File: config.mk
export PLATFORM = sky130hd
export DESIGN_NAME = x86_subset_instruction_encoder
export DESIGN_NICKNAME = d
export VERILOG_FILES = /design/src/design/xse_pkg.sv /design/src/design/xse_encoder.sv /design/src/design/x86_subset_instruction_encoder.sv
export VERILOG_INCLUDE_DIRS = /design/src /design/src/design
export SDC_FILE = /design/constraint.sdc
export NUM_CORES = 1
export LEC_CHECK = 0
export BUFFER_PORTS_ARGS = -buffer_cell sky130_fd_sc_hd__buf_2
export CAP_MARGIN = 15
export CORE_MARGIN = 5
export CORE_UTILIZATION = 40
export CTS_BUF_LIST = sky130_fd_sc_hd__clkbuf_4 sky130_fd_sc_hd__clkbuf_8 sky130_fd_sc_hd__clkbuf_16
export CTS_CLUSTER_DIAMETER = 40
export DETAILED_ROUTE_END_ITERATION = 12
export MAX_ROUTING_LAYER = met4
export SYNTH_ARGS = -nofsm -noshare
export SYNTH_HDL_FRONTEND = slang
export SYNTH_SLANG_ARGS = --single-unit
File: constraint.sdc
create_clock -name clk -period 4.45 [get_ports clk]
set_input_delay 0.2225 -clock clk [delete_from_list [all_inputs] [get_ports clk]]
set_output_delay 0.2225 -clock clk [all_outputs]
set_load 0.005 [all_outputs]
File: src/design/assert_macros.svh
// Assertion macros shared by the encoder RTL.
// Define ASSERT_OFF to compile every check away.
`ifndef ASSERT_MACROS_SVH
`define ASSERT_MACROS_SVH

`ifndef ASSERT_OFF

// The consequent must hold in the same cycle as the antecedent.
`define ASSERT_IMPLIES(label, clk, rst, ante, cons) \
  label: assert property (@(posedge clk) disable iff (rst) (ante) |-> (cons)) \
    else $error("assertion failed: implication");

// The consequent must hold in the cycle after the antecedent.
`define ASSERT_NEXT(label, clk, rst, ante, cons) \
  label: assert property (@(posedge clk) disable iff (rst) (ante) |=> (cons)) \
    else $error("assertion failed: next-cycle implication");

// The condition must hold on every cycle out of reset.
`define ASSERT_ALWAYS(label, clk, rst, cond) \
  label: assert property (@(posedge clk) disable iff (rst) (cond)) \
    else $error("assertion failed: invariant");

`else

`define ASSERT_IMPLIES(label, clk, rst, ante, cons)
`define ASSERT_NEXT(label, clk, rst, ante, cons)
`define ASSERT_ALWAYS(label, clk, rst, cond)

`endif

`endif

File: src/design/xse_pkg.sv
// Package for the x86 subset encoder: opcode and operand kind codes,
// fixed encoding bytes, and the structs passed between the modules. No dependencies.
`timescale 1ns / 1ps

package xse_pkg;

  localparam int unsigned CODE_W = 48;
  localparam int unsigned CNT_W  = 3;

  typedef enum logic [3:0] {
    OP_ADD  = 4'd0,
    OP_CALL = 4'd1,
    OP_CMP  = 4'd2,
    OP_JE   = 4'd3,
    OP_JMP  = 4'd4,
    OP_MOV  = 4'd5,
    OP_POP  = 4'd6,
    OP_PUSH = 4'd7,
    OP_RET  = 4'd8
  } opcode_t;

  typedef enum logic [1:0] {
    OPND_NONE = 2'd0,
    OPND_REG  = 2'd1,
    OPND_IMM  = 2'd2,
    OPND_OFF  = 2'd3
  } opnd_t;

  // Fixed opcode and prefix bytes.
  localparam logic [7:0] BYTE_REX_W   = 8'h48;
  localparam logic [7:0] BYTE_REX_B   = 8'h41;
  localparam logic [7:0] BYTE_ADD_RR  = 8'h01;
  localparam logic [7:0] BYTE_GRP1_I8 = 8'h83;
  localparam logic [7:0] BYTE_CALL    = 8'he8;
  localparam logic [7:0] BYTE_JE8     = 8'h74;
  localparam logic [7:0] BYTE_JMP8    = 8'heb;
  localparam logic [7:0] BYTE_MOV_RI  = 8'hb8;
  localparam logic [7:0] BYTE_MOV_RR  = 8'h89;
  localparam logic [7:0] BYTE_POP     = 8'h58;
  localparam logic [7:0] BYTE_PUSH    = 8'h50;
  localparam logic [7:0] BYTE_RET     = 8'hc3;

  // ModRM reg-field extensions of the 0x83 group.
  localparam logic [2:0] EXT_ADD = 3'd0;
  localparam logic [2:0] EXT_CMP = 3'd7;

  typedef struct packed {
    logic [3:0]  kind;
    logic [1:0]  first_type;
    logic [1:0]  second_type;
    logic [3:0]  first_reg;
    logic [3:0]  second_reg;
    logic [31:0] immediate;
    logic [31:0] offset;
  } enc_in_t;

  typedef struct packed {
    logic [CODE_W-1:0] code_bytes;
    logic [CNT_W-1:0]  byte_count;
    logic              bad_form;
  } enc_out_t;

endpackage

File: src/design/xse_encoder.sv
// Combinational x86-64 byte encoder for one instruction.
// Depends on xse_pkg for opcode codes, fixed bytes and the item structs.
`timescale 1ns / 1ps

module xse_encoder (
  input  xse_pkg::enc_in_t  item,
  output xse_pkg::enc_out_t result
);
  import xse_pkg::*;

  opcode_t     op;
  opnd_t       t0;
  opnd_t       t1;
  logic [7:0]  imm8;
  logic [7:0]  rex_rr;
  logic [7:0]  rex_ri;
  logic [7:0]  modrm_rr;
  logic [31:0] rel32;
  logic [7:0]  rel8;
  logic [7:0]  reg_op;

  assign op     = opcode_t'(item.kind);
  assign t0     = opnd_t'(item.first_type);
  assign t1     = opnd_t'(item.second_type);
  assign imm8   = item.immediate[7:0];
  assign rex_rr = BYTE_REX_W | {5'b0, item.second_reg[3], 1'b0, item.first_reg[3]};
  assign rex_ri = BYTE_REX_W | {7'b0, item.first_reg[3]};
  assign modrm_rr = {2'b11, item.second_reg[2:0], item.first_reg[2:0]};
  assign rel32  = item.offset - 32'd5;
  assign rel8   = item.offset[7:0] - 8'd2;

  // Opcode byte of the short forms that carry the register in the low bits.
  always_comb begin
    case (op)
      OP_MOV:  reg_op = BYTE_MOV_RI | {5'b0, item.first_reg[2:0]};
      OP_POP:  reg_op = BYTE_POP | {5'b0, item.first_reg[2:0]};
      default: reg_op = BYTE_PUSH | {5'b0, item.first_reg[2:0]};
    endcase
  end

  always_comb begin
    result.code_bytes = '0;
    result.byte_count = '0;
    result.bad_form   = 1'b1;
    unique case (op)
      OP_ADD, OP_CMP: begin
        if (op == OP_ADD && t0 == OPND_REG && t1 == OPND_REG) begin
          result.code_bytes = {24'b0, modrm_rr, BYTE_ADD_RR, rex_rr};
          result.byte_count = 3'd3;
          result.bad_form   = 1'b0;
        end else if (t0 == OPND_REG && t1 == OPND_IMM && !imm8[7]) begin
          result.code_bytes = {16'b0, imm8,
                               2'b11, (op == OP_ADD) ? EXT_ADD : EXT_CMP,
                               item.first_reg[2:0], BYTE_GRP1_I8, rex_ri};
          result.byte_count = 3'd4;
          result.bad_form   = 1'b0;
        end
      end
      OP_CALL: begin
        if (t0 == OPND_OFF) begin
          result.code_bytes = {8'b0, rel32, BYTE_CALL};
          result.byte_count = 3'd5;
          result.bad_form   = 1'b0;
        end
      end
      OP_JE, OP_JMP: begin
        if (t0 == OPND_OFF) begin
          result.code_bytes = {32'b0, rel8, (op == OP_JE) ? BYTE_JE8 : BYTE_JMP8};
          result.byte_count = 3'd2;
          result.bad_form   = 1'b0;
        end
      end
      OP_MOV: begin
        if (t0 == OPND_REG && t1 == OPND_IMM) begin
          if (item.first_reg[3]) begin
            result.code_bytes = {item.immediate, reg_op, BYTE_REX_B};
            result.byte_count = 3'd6;
          end else begin
            result.code_bytes = {8'b0, item.immediate, reg_op};
            result.byte_count = 3'd5;
          end
          result.bad_form = 1'b0;
        end else if (t0 == OPND_REG && t1 == OPND_REG) begin
          result.code_bytes = {24'b0, modrm_rr, BYTE_MOV_RR, rex_rr};
          result.byte_count = 3'd3;
          result.bad_form   = 1'b0;
        end
      end
      OP_POP, OP_PUSH: begin
        if (t0 == OPND_REG) begin
          if (item.first_reg[3]) begin
            result.code_bytes = {32'b0, reg_op, BYTE_REX_B};
            result.byte_count = 3'd2;
          end else begin
            result.code_bytes = {40'b0, reg_op};
            result.byte_count = 3'd1;
          end
          result.bad_form = 1'b0;
        end
      end
      OP_RET: begin
        if (t0 == OPND_NONE) begin
          result.code_bytes = {40'b0, BYTE_RET};
          result.byte_count = 3'd1;
          result.bad_form   = 1'b0;
        end
      end
      default: begin
        result.bad_form = 1'b1;
      end
    endcase
  end

endmodule

File: src/design/x86_subset_instruction_encoder.sv
// Top level of the x86-64 subset instruction encoder.
// Depends on xse_pkg, xse_encoder and assert_macros.svh.
`timescale 1ns / 1ps

// Usage:
// An instruction item is offered on kind, first_type, second_type, first_reg,
// second_reg, immediate and offset, and is taken at the rising clock edge
// where start is high and busy is low. Busy is always low in this design, so
// a new item can be taken on every cycle.
// Each item is captured in an input register, encoded by one pass of
// combinational logic, and captured in a result register. Its result appears
// on code_bytes, byte_count and bad_form for exactly one cycle, marked by
// done, once the item has passed the input register and the result register;
// it is accepted at the edge that ends that done cycle. Results come out in
// the order the items went in, one per item.
// Throughput is one item per cycle.
// The receiver cannot stall: a result is accepted on the edge that ends
// its done cycle.
// An instruction that cannot be encoded gives bad_form high, byte_count zero
// and code_bytes zero.
// Synchronous reset drops any items in flight; done is low after reset.

module x86_subset_instruction_encoder (
  input  logic        clk,
  input  logic        rst,
  input  logic        start,
  output logic        busy,
  input  logic [3:0]  kind,
  input  logic [1:0]  first_type,
  input  logic [1:0]  second_type,
  input  logic [3:0]  first_reg,
  input  logic [3:0]  second_reg,
  input  logic [31:0] immediate,
  input  logic signed [31:0] offset,
  output logic        done,
  output logic [xse_pkg::CODE_W-1:0] code_bytes,
  output logic [xse_pkg::CNT_W-1:0]  byte_count,
  output logic        bad_form
);
  import xse_pkg::*;

`include "assert_macros.svh"

  // The encoder has no state, so the block never needs to hold off an item.
  assign busy = 1'b0;

  logic     stage_valid;
  enc_in_t  stage_item;
  enc_out_t enc_result;
  enc_out_t result_reg;

  // Input register: control bit is reset, payload is not.
  always_ff @(posedge clk) begin
    if (rst) begin
      stage_valid <= 1'b0;
    end else begin
      stage_valid <= start && !busy;
    end
  end

  always_ff @(posedge clk) begin
    if (start && !busy) begin
      stage_item <= '{kind:        kind,
                      first_type:  first_type,
                      second_type: second_type,
                      first_reg:   first_reg,
                      second_reg:  second_reg,
                      immediate:   immediate,
                      offset:      offset};
    end
  end

  xse_encoder u_encoder (
    .item   (stage_item),
    .result (enc_result)
  );

  // Result register: the strobe is reset, the payload is not.
  always_ff @(posedge clk) begin
    if (rst) begin
      done <= 1'b0;
    end else begin
      done <= stage_valid;
    end
  end

  always_ff @(posedge clk) begin
    if (stage_valid) begin
      result_reg <= enc_result;
    end
  end

  assign code_bytes = result_reg.code_bytes;
  assign byte_count = result_reg.byte_count;
  assign bad_form   = result_reg.bad_form;

  // Every accepted item reaches the encoder stage on the next cycle.
  `ASSERT_NEXT(a_issue, clk, rst, start && !busy, stage_valid)
  // Every item in the encoder stage is delivered on the next cycle.
  `ASSERT_NEXT(a_deliver, clk, rst, stage_valid, done)
  // An error result carries no bytes.
  `ASSERT_IMPLIES(a_bad_empty, clk, rst, done && bad_form,
                  byte_count == '0 && code_bytes == '0)
  // A good result carries at least one and at most six bytes.
  `ASSERT_IMPLIES(a_good_count, clk, rst, done && !bad_form,
                  byte_count != '0 && byte_count <= 3'd6)
  // The block never refuses an item.
  `ASSERT_ALWAYS(a_never_busy, clk, rst, !busy)

endmodule

# After elaboration in Yosys (flattened, before gate mapping)
# Index checks and enable logic that the tools add are counted.
# word_totals
ff_bits	134
latchBits	0
ram_bits	0
romBits	0
input_bits	83
out_inout_bits	54
mem_count	0
# op_classes
n_addsub	2
multipliers	0
div_mod_pow	0
magnitude_cmp	0
eq_ne	12
shifts	0
muxes	15
n_bitwise	0
n_reduce_logical	11
# ops
operator	count
one-hot mux 51 bit (6 select lines)	1
2-to-1 mux 52 bit	2
2-to-1 mux 51 bit	1
2-to-1 mux 44 bit	1
2-to-1 mux 20 bit	2
2-to-1 mux 36 bit	1
subtractor 32 x 3 -> 32 bit, second input constant	1
2-to-1 mux 28 bit	1
2-to-1 mux 19 bit	1
equality test 4 x 3 -> 1 bit, second input constant	4
one-hot mux 8 bit (2 select lines)	1
2-to-1 mux 12 bit	1
equality test 4 x 2 -> 1 bit, second input constant	2
2-to-1 mux 8 bit	1
subtractor 8 x 2 -> 8 bit, second input constant	1
one-hot mux 1 bit (6 select lines)	1
OR reduction 2 bit	3
logical AND 1 bit	5
equality test 2 x 1 -> 1 bit, second input constant	2
equality test 2 bit, second input constant	2
equality test 4 x 1 -> 1 bit, second input constant	1
equality test 4 bit, second input constant	1
zero test 4 bit	1
2-to-1 mux 3 bit	1
2 further kinds	2

# Logic depth before layout (Yosys ltp)
# logic_depth
word_depth	6
ltp_mapped	8
ltp_nobuf	7

# By module
# A second synthesis with hierarchy kept.
# unflattened
cells_unflattened	469
hier_area_um2	6251.0
# by_module_without_submodules
module	n_inst	cells_each	area_per_inst_um2
x86_subset_instruction_encoder	1	138	4027.6
xse_encoder	1	331	2223.4

# Worst setup path after synthesis
# No wires, ideal clock.
# synth_path
kind	reg-to-reg
from	register stage_item[3] (netlist name)
to	register result_reg (netlist bit code_bytes[33]), data pin
t_arrival_ps	1708
slack_ps	2470
stages_incl_launch_ff	6
path_buffers	0
period_less_slack_ps	1980
path_cell_list	edfxtp_1 -> nor4_4 -> nand4_4 -> nor4b_2 -> xnor2_1 -> o22ai_2
# synth_rtl
item	line	source
start, declared	x86_subset_instruction_encoder.sv:48	enc_in_t stage_item;
start signal, assigned	x86_subset_instruction_encoder.sv:63	stage_item <= '{kind: kind,
end signal, assigned	x86_subset_instruction_encoder.sv:89	result_reg <= enc_result;
end, declared	x86_subset_instruction_encoder.sv:50	enc_out_t result_reg;

==> summary.md <==
| Metric | Value |
|---|---|
| DRC | 0 |
| Clk root buf | clkbuf_16 |
| CP endpoint kind | flop |
| Layout cell share with drive strength beyond 1 | 28.3% |
| Total Power | 3.33 mW |
| Final Cycle Share | 70.2% |
| Yosys reg bits | 134 |
| Post-route ant nets | 0 |
| Post-synth EDFFs | 132 |
| Worst-skew pair later-pin latency | 420 ps |
| Setup tns final | 0 ps |
| Vias in the first global route | 4694 |
| Worst-path clk slew | 60 ps |
| Total die area | 0.0179 sq mm |
| Initial antenna violation count | 0 |
| Placed insts | 761 |
| Synth warnings | 0 |
| Pwr dens | 396 mW/mm^2 |
| Critical Path AT | 3330 ps |
| Synth Flop Type | edfxtp_1 |
| # fillers | 1214 |
| # rows | 45 |
| VDD IR max | 0.266 mV |
| Final Util | 55.6% |
| Die H | 134 microns |
| Post-synth net total | 545 |
| GRT Total Usage | 19.4% |
| Worst setup SP type | flop |
| Unrepaired setup endpoints after global routing | no |
| GPL Wtd Cong | 0.933 |
| Seq/Total Area, Yosys | 65.2% |
| Die width | 134 microns |
| Net switching power | 0.736 mW |
| Clock tree sinks | 134 |
| Num ports | 137 |
| Total global routing overflow | 0 |
| CTS max path bufs | 2 |
| CTS Buf Count | 17 |
| Endpoints failing setup | 0 |
| Wire per inst | 19.1 microns |
| Ant diodes | 0 |
| Initial core utilization | 40.5% |
| Vias | 4637 |
| Port bufs | 135 |
| Synth-to-Final Area Change | 37.2% |
| Status | complete, no violations |
| Area contributors post-synth | edfxtp_1, mux2i_1, xnor2_1 |
| Min cycle time layout | 3120 ps |
| Max Cap Viol | 0 |
| Commonest cells post-synth | edfxtp_1, nand2_1, nor2_1, a21oi_1, mux2i_1 |
| Leakage | 3.10 nW |
| Hpwl dp | 11600 microns |
| Worst Slack Setup Final | 1330 ps |
| Setup Crit Path Kind | reg -> reg |
| P_int | 2.60 mW |
| Cell Area, Synth | 0.00614 sq mm |
| Crit path cell chain | nor4bb_1, nand2_1, nor2_1, a22oi_1, o2111ai_1 |
| Max-slew headroom | 24.9% |
| Critical Path Fanout Max | 16 |
| Multi-input gate area | 0.00199 sq mm |
| FF/Latch Area | 0.00401 sq mm |
| First-pass GRT wire length | 25900 microns |
| Worst Hold Class | in -> reg |
| Post-CTS setup buffer count | 0 |
| Vias per cell | 5.31 |
| Synthesized area per cell | 13.4 sq um |
| Largest net degree at the start of global routing | 82 |
| Skew final | 7.79 ps |
| Layout Nets | 760 |
| Core area | 0.0151 sq mm |
| Fmax | 320 MHz |
| CP required | 4650 ps |
| Endpoints failing hold | 0 |
| Most frequent cell after synthesis | edfxtp_1 |
| Initial detailed-routing violation count | 489 |
| Synth cell types | 58 |
| WL final | 16700 microns |
| Reg power frac | 47.3% |
| Cts repair resizes | 0 |
| DP Worst Slack | 1430 ps |
| Mapped Cells | 458 |
| Post-synth top area cell | edfxtp_1 |
| Critical Path Max Stage Delay | 940 ps |
| TritonCTS clock tree | done |
| H-tree levels | 4 |
| Yosys top cell area share | 64.6% |
| Clock power share | 44.2% |
| Final Slew Violations | 0 |
| Post-synth ARST share | 0% |
| Worst Tran Pin Value | 1120 ps |
| Sw Share | 22.1% |
| Worst path slowest cell | nor4bb_1 |
| First-pass DRT Iterations | 5 |
| Comb pwr share | 8.5% |
| Post-route insts no fill | 874 |
[power groups by stage]
stage	Sequential (mW)	Combinational, mW	Clock [mW]
floorplan	1.57	0.125	0
global placement	1.60	0.225	0
detailed placement	1.60	0.228	0
CTS	1.58	0.283	1.50
global route	1.59	0.310	1.56
finish	1.58	0.283	1.47
[worst max-delay path, delay by kind of cell (launching register included)]
kind             cells  cell delay (ps)
AO/OA/AOI/OAI        2              260
AND/OR/NAND/NOR      3             2110
flip-flops           1              530
[registers in the layout, indices dropped and copies added, names as in the netlist]
name	count
stage_item	80
stage_valid	1
code_bytes	48
bad_form	1
byte_count	3
done	1
[routing by layer]
layer | GRT usage, % | routed length (microns) | vias up
met2 | 30.9 | 8160 | 208
met4 | 6.06 | 326 | 0
met3 | 4.69 | 1250 | 22
met1 | 24.8 | 7010 | 2191
li1 | - | - | 2216
met5 | - | 0 | -
[repair_timing]
action / in CTS / in global routing
hold buffers: 80 / 0
endpoints found under the hold margin: 81 / 0
setup endpoints to repair: 0 / 0
[cell families (layout without fill, tap and decap cells)]
kind of cell               after synthesis  after routing  synth area share, %
AOI/OAI and AO/OA                       92             92                 10.1
xor gates and xnor gates                27             27                 3.85
adders and majority gates                4              4                0.816
buffers and inverters                   35            263                 2.47
muxes                                   21             21                 3.45
DFF                                    134            134                 65.2
other                                    1              1               0.0611
and+or+nand+nor                        144            144                 14.1
[placed cells by master (no fill, tap or decap), types with 3 or more instances in the layout]
master and n:
a211oi_1 4, a21oi_1 24, a22oi_1 4, a32oi_1 3, and2_1 3, and3_1 11, buf_2 134, buf_4 9
bufinv_16 4, clkbuf_16 17, clkbuf_4 3, clkinv_4 3, dlygate4sd3_1 80, edfxtp_1 132, ha_1 4, inv_1 8
mux2i_1 20, nand2_1 27, nand2b_1 3, nand3_1 12, nand3b_1 5, nand4_1 5, nor2_1 26, nor2b_1 7
nor3_1 13, nor4_1 6, nor4_2 7, nor4b_2 3, o21ai_0 15, o21ai_1 3, o221ai_1 6, o22ai_1 14
o22ai_2 4, or3_1 4, xnor2_1 16, xor2_1 11
[final timing paths]
| kind | from | end | slack (ps) | cells past startpoint |
|---|---|---|---|---|
| setup reg to reg | stage_item[75] | code_bytes[9] | 1330 | 5 |
| setup / recovery | stage_item[75] | code_bytes[9] | 1330 | 5 |
| hold / removal | second_reg[1] | stage_item[65] | 30 | 1 |
| hold reg to reg | stage_item[66] | code_bytes[21] | 580 | 2 |
[through the flow]
step | cell area (sq um) | hold slack [ps]
after floorplan | 6140 | 294
after global placement | 6990 | 391
after detailed placement | 6990 | 395
after CTS | 8420 | 2.99
after global routing | 8420 | 2.82
final | 8420 | 33.9
[cell type report]
cell class | instances | area share, %
Clock buffer | 20 | 5.32
Clock inverter | 12 | 2.11
Inverter | 8 | 0.357
Tap cell | 188 | 2.79
Multi-Input combinational cell | 289 | 23.6
Sequential cell | 134 | 47.5
Timing Repair Buffer | 223 | 18.3
(Power assumes the default switching activity.)
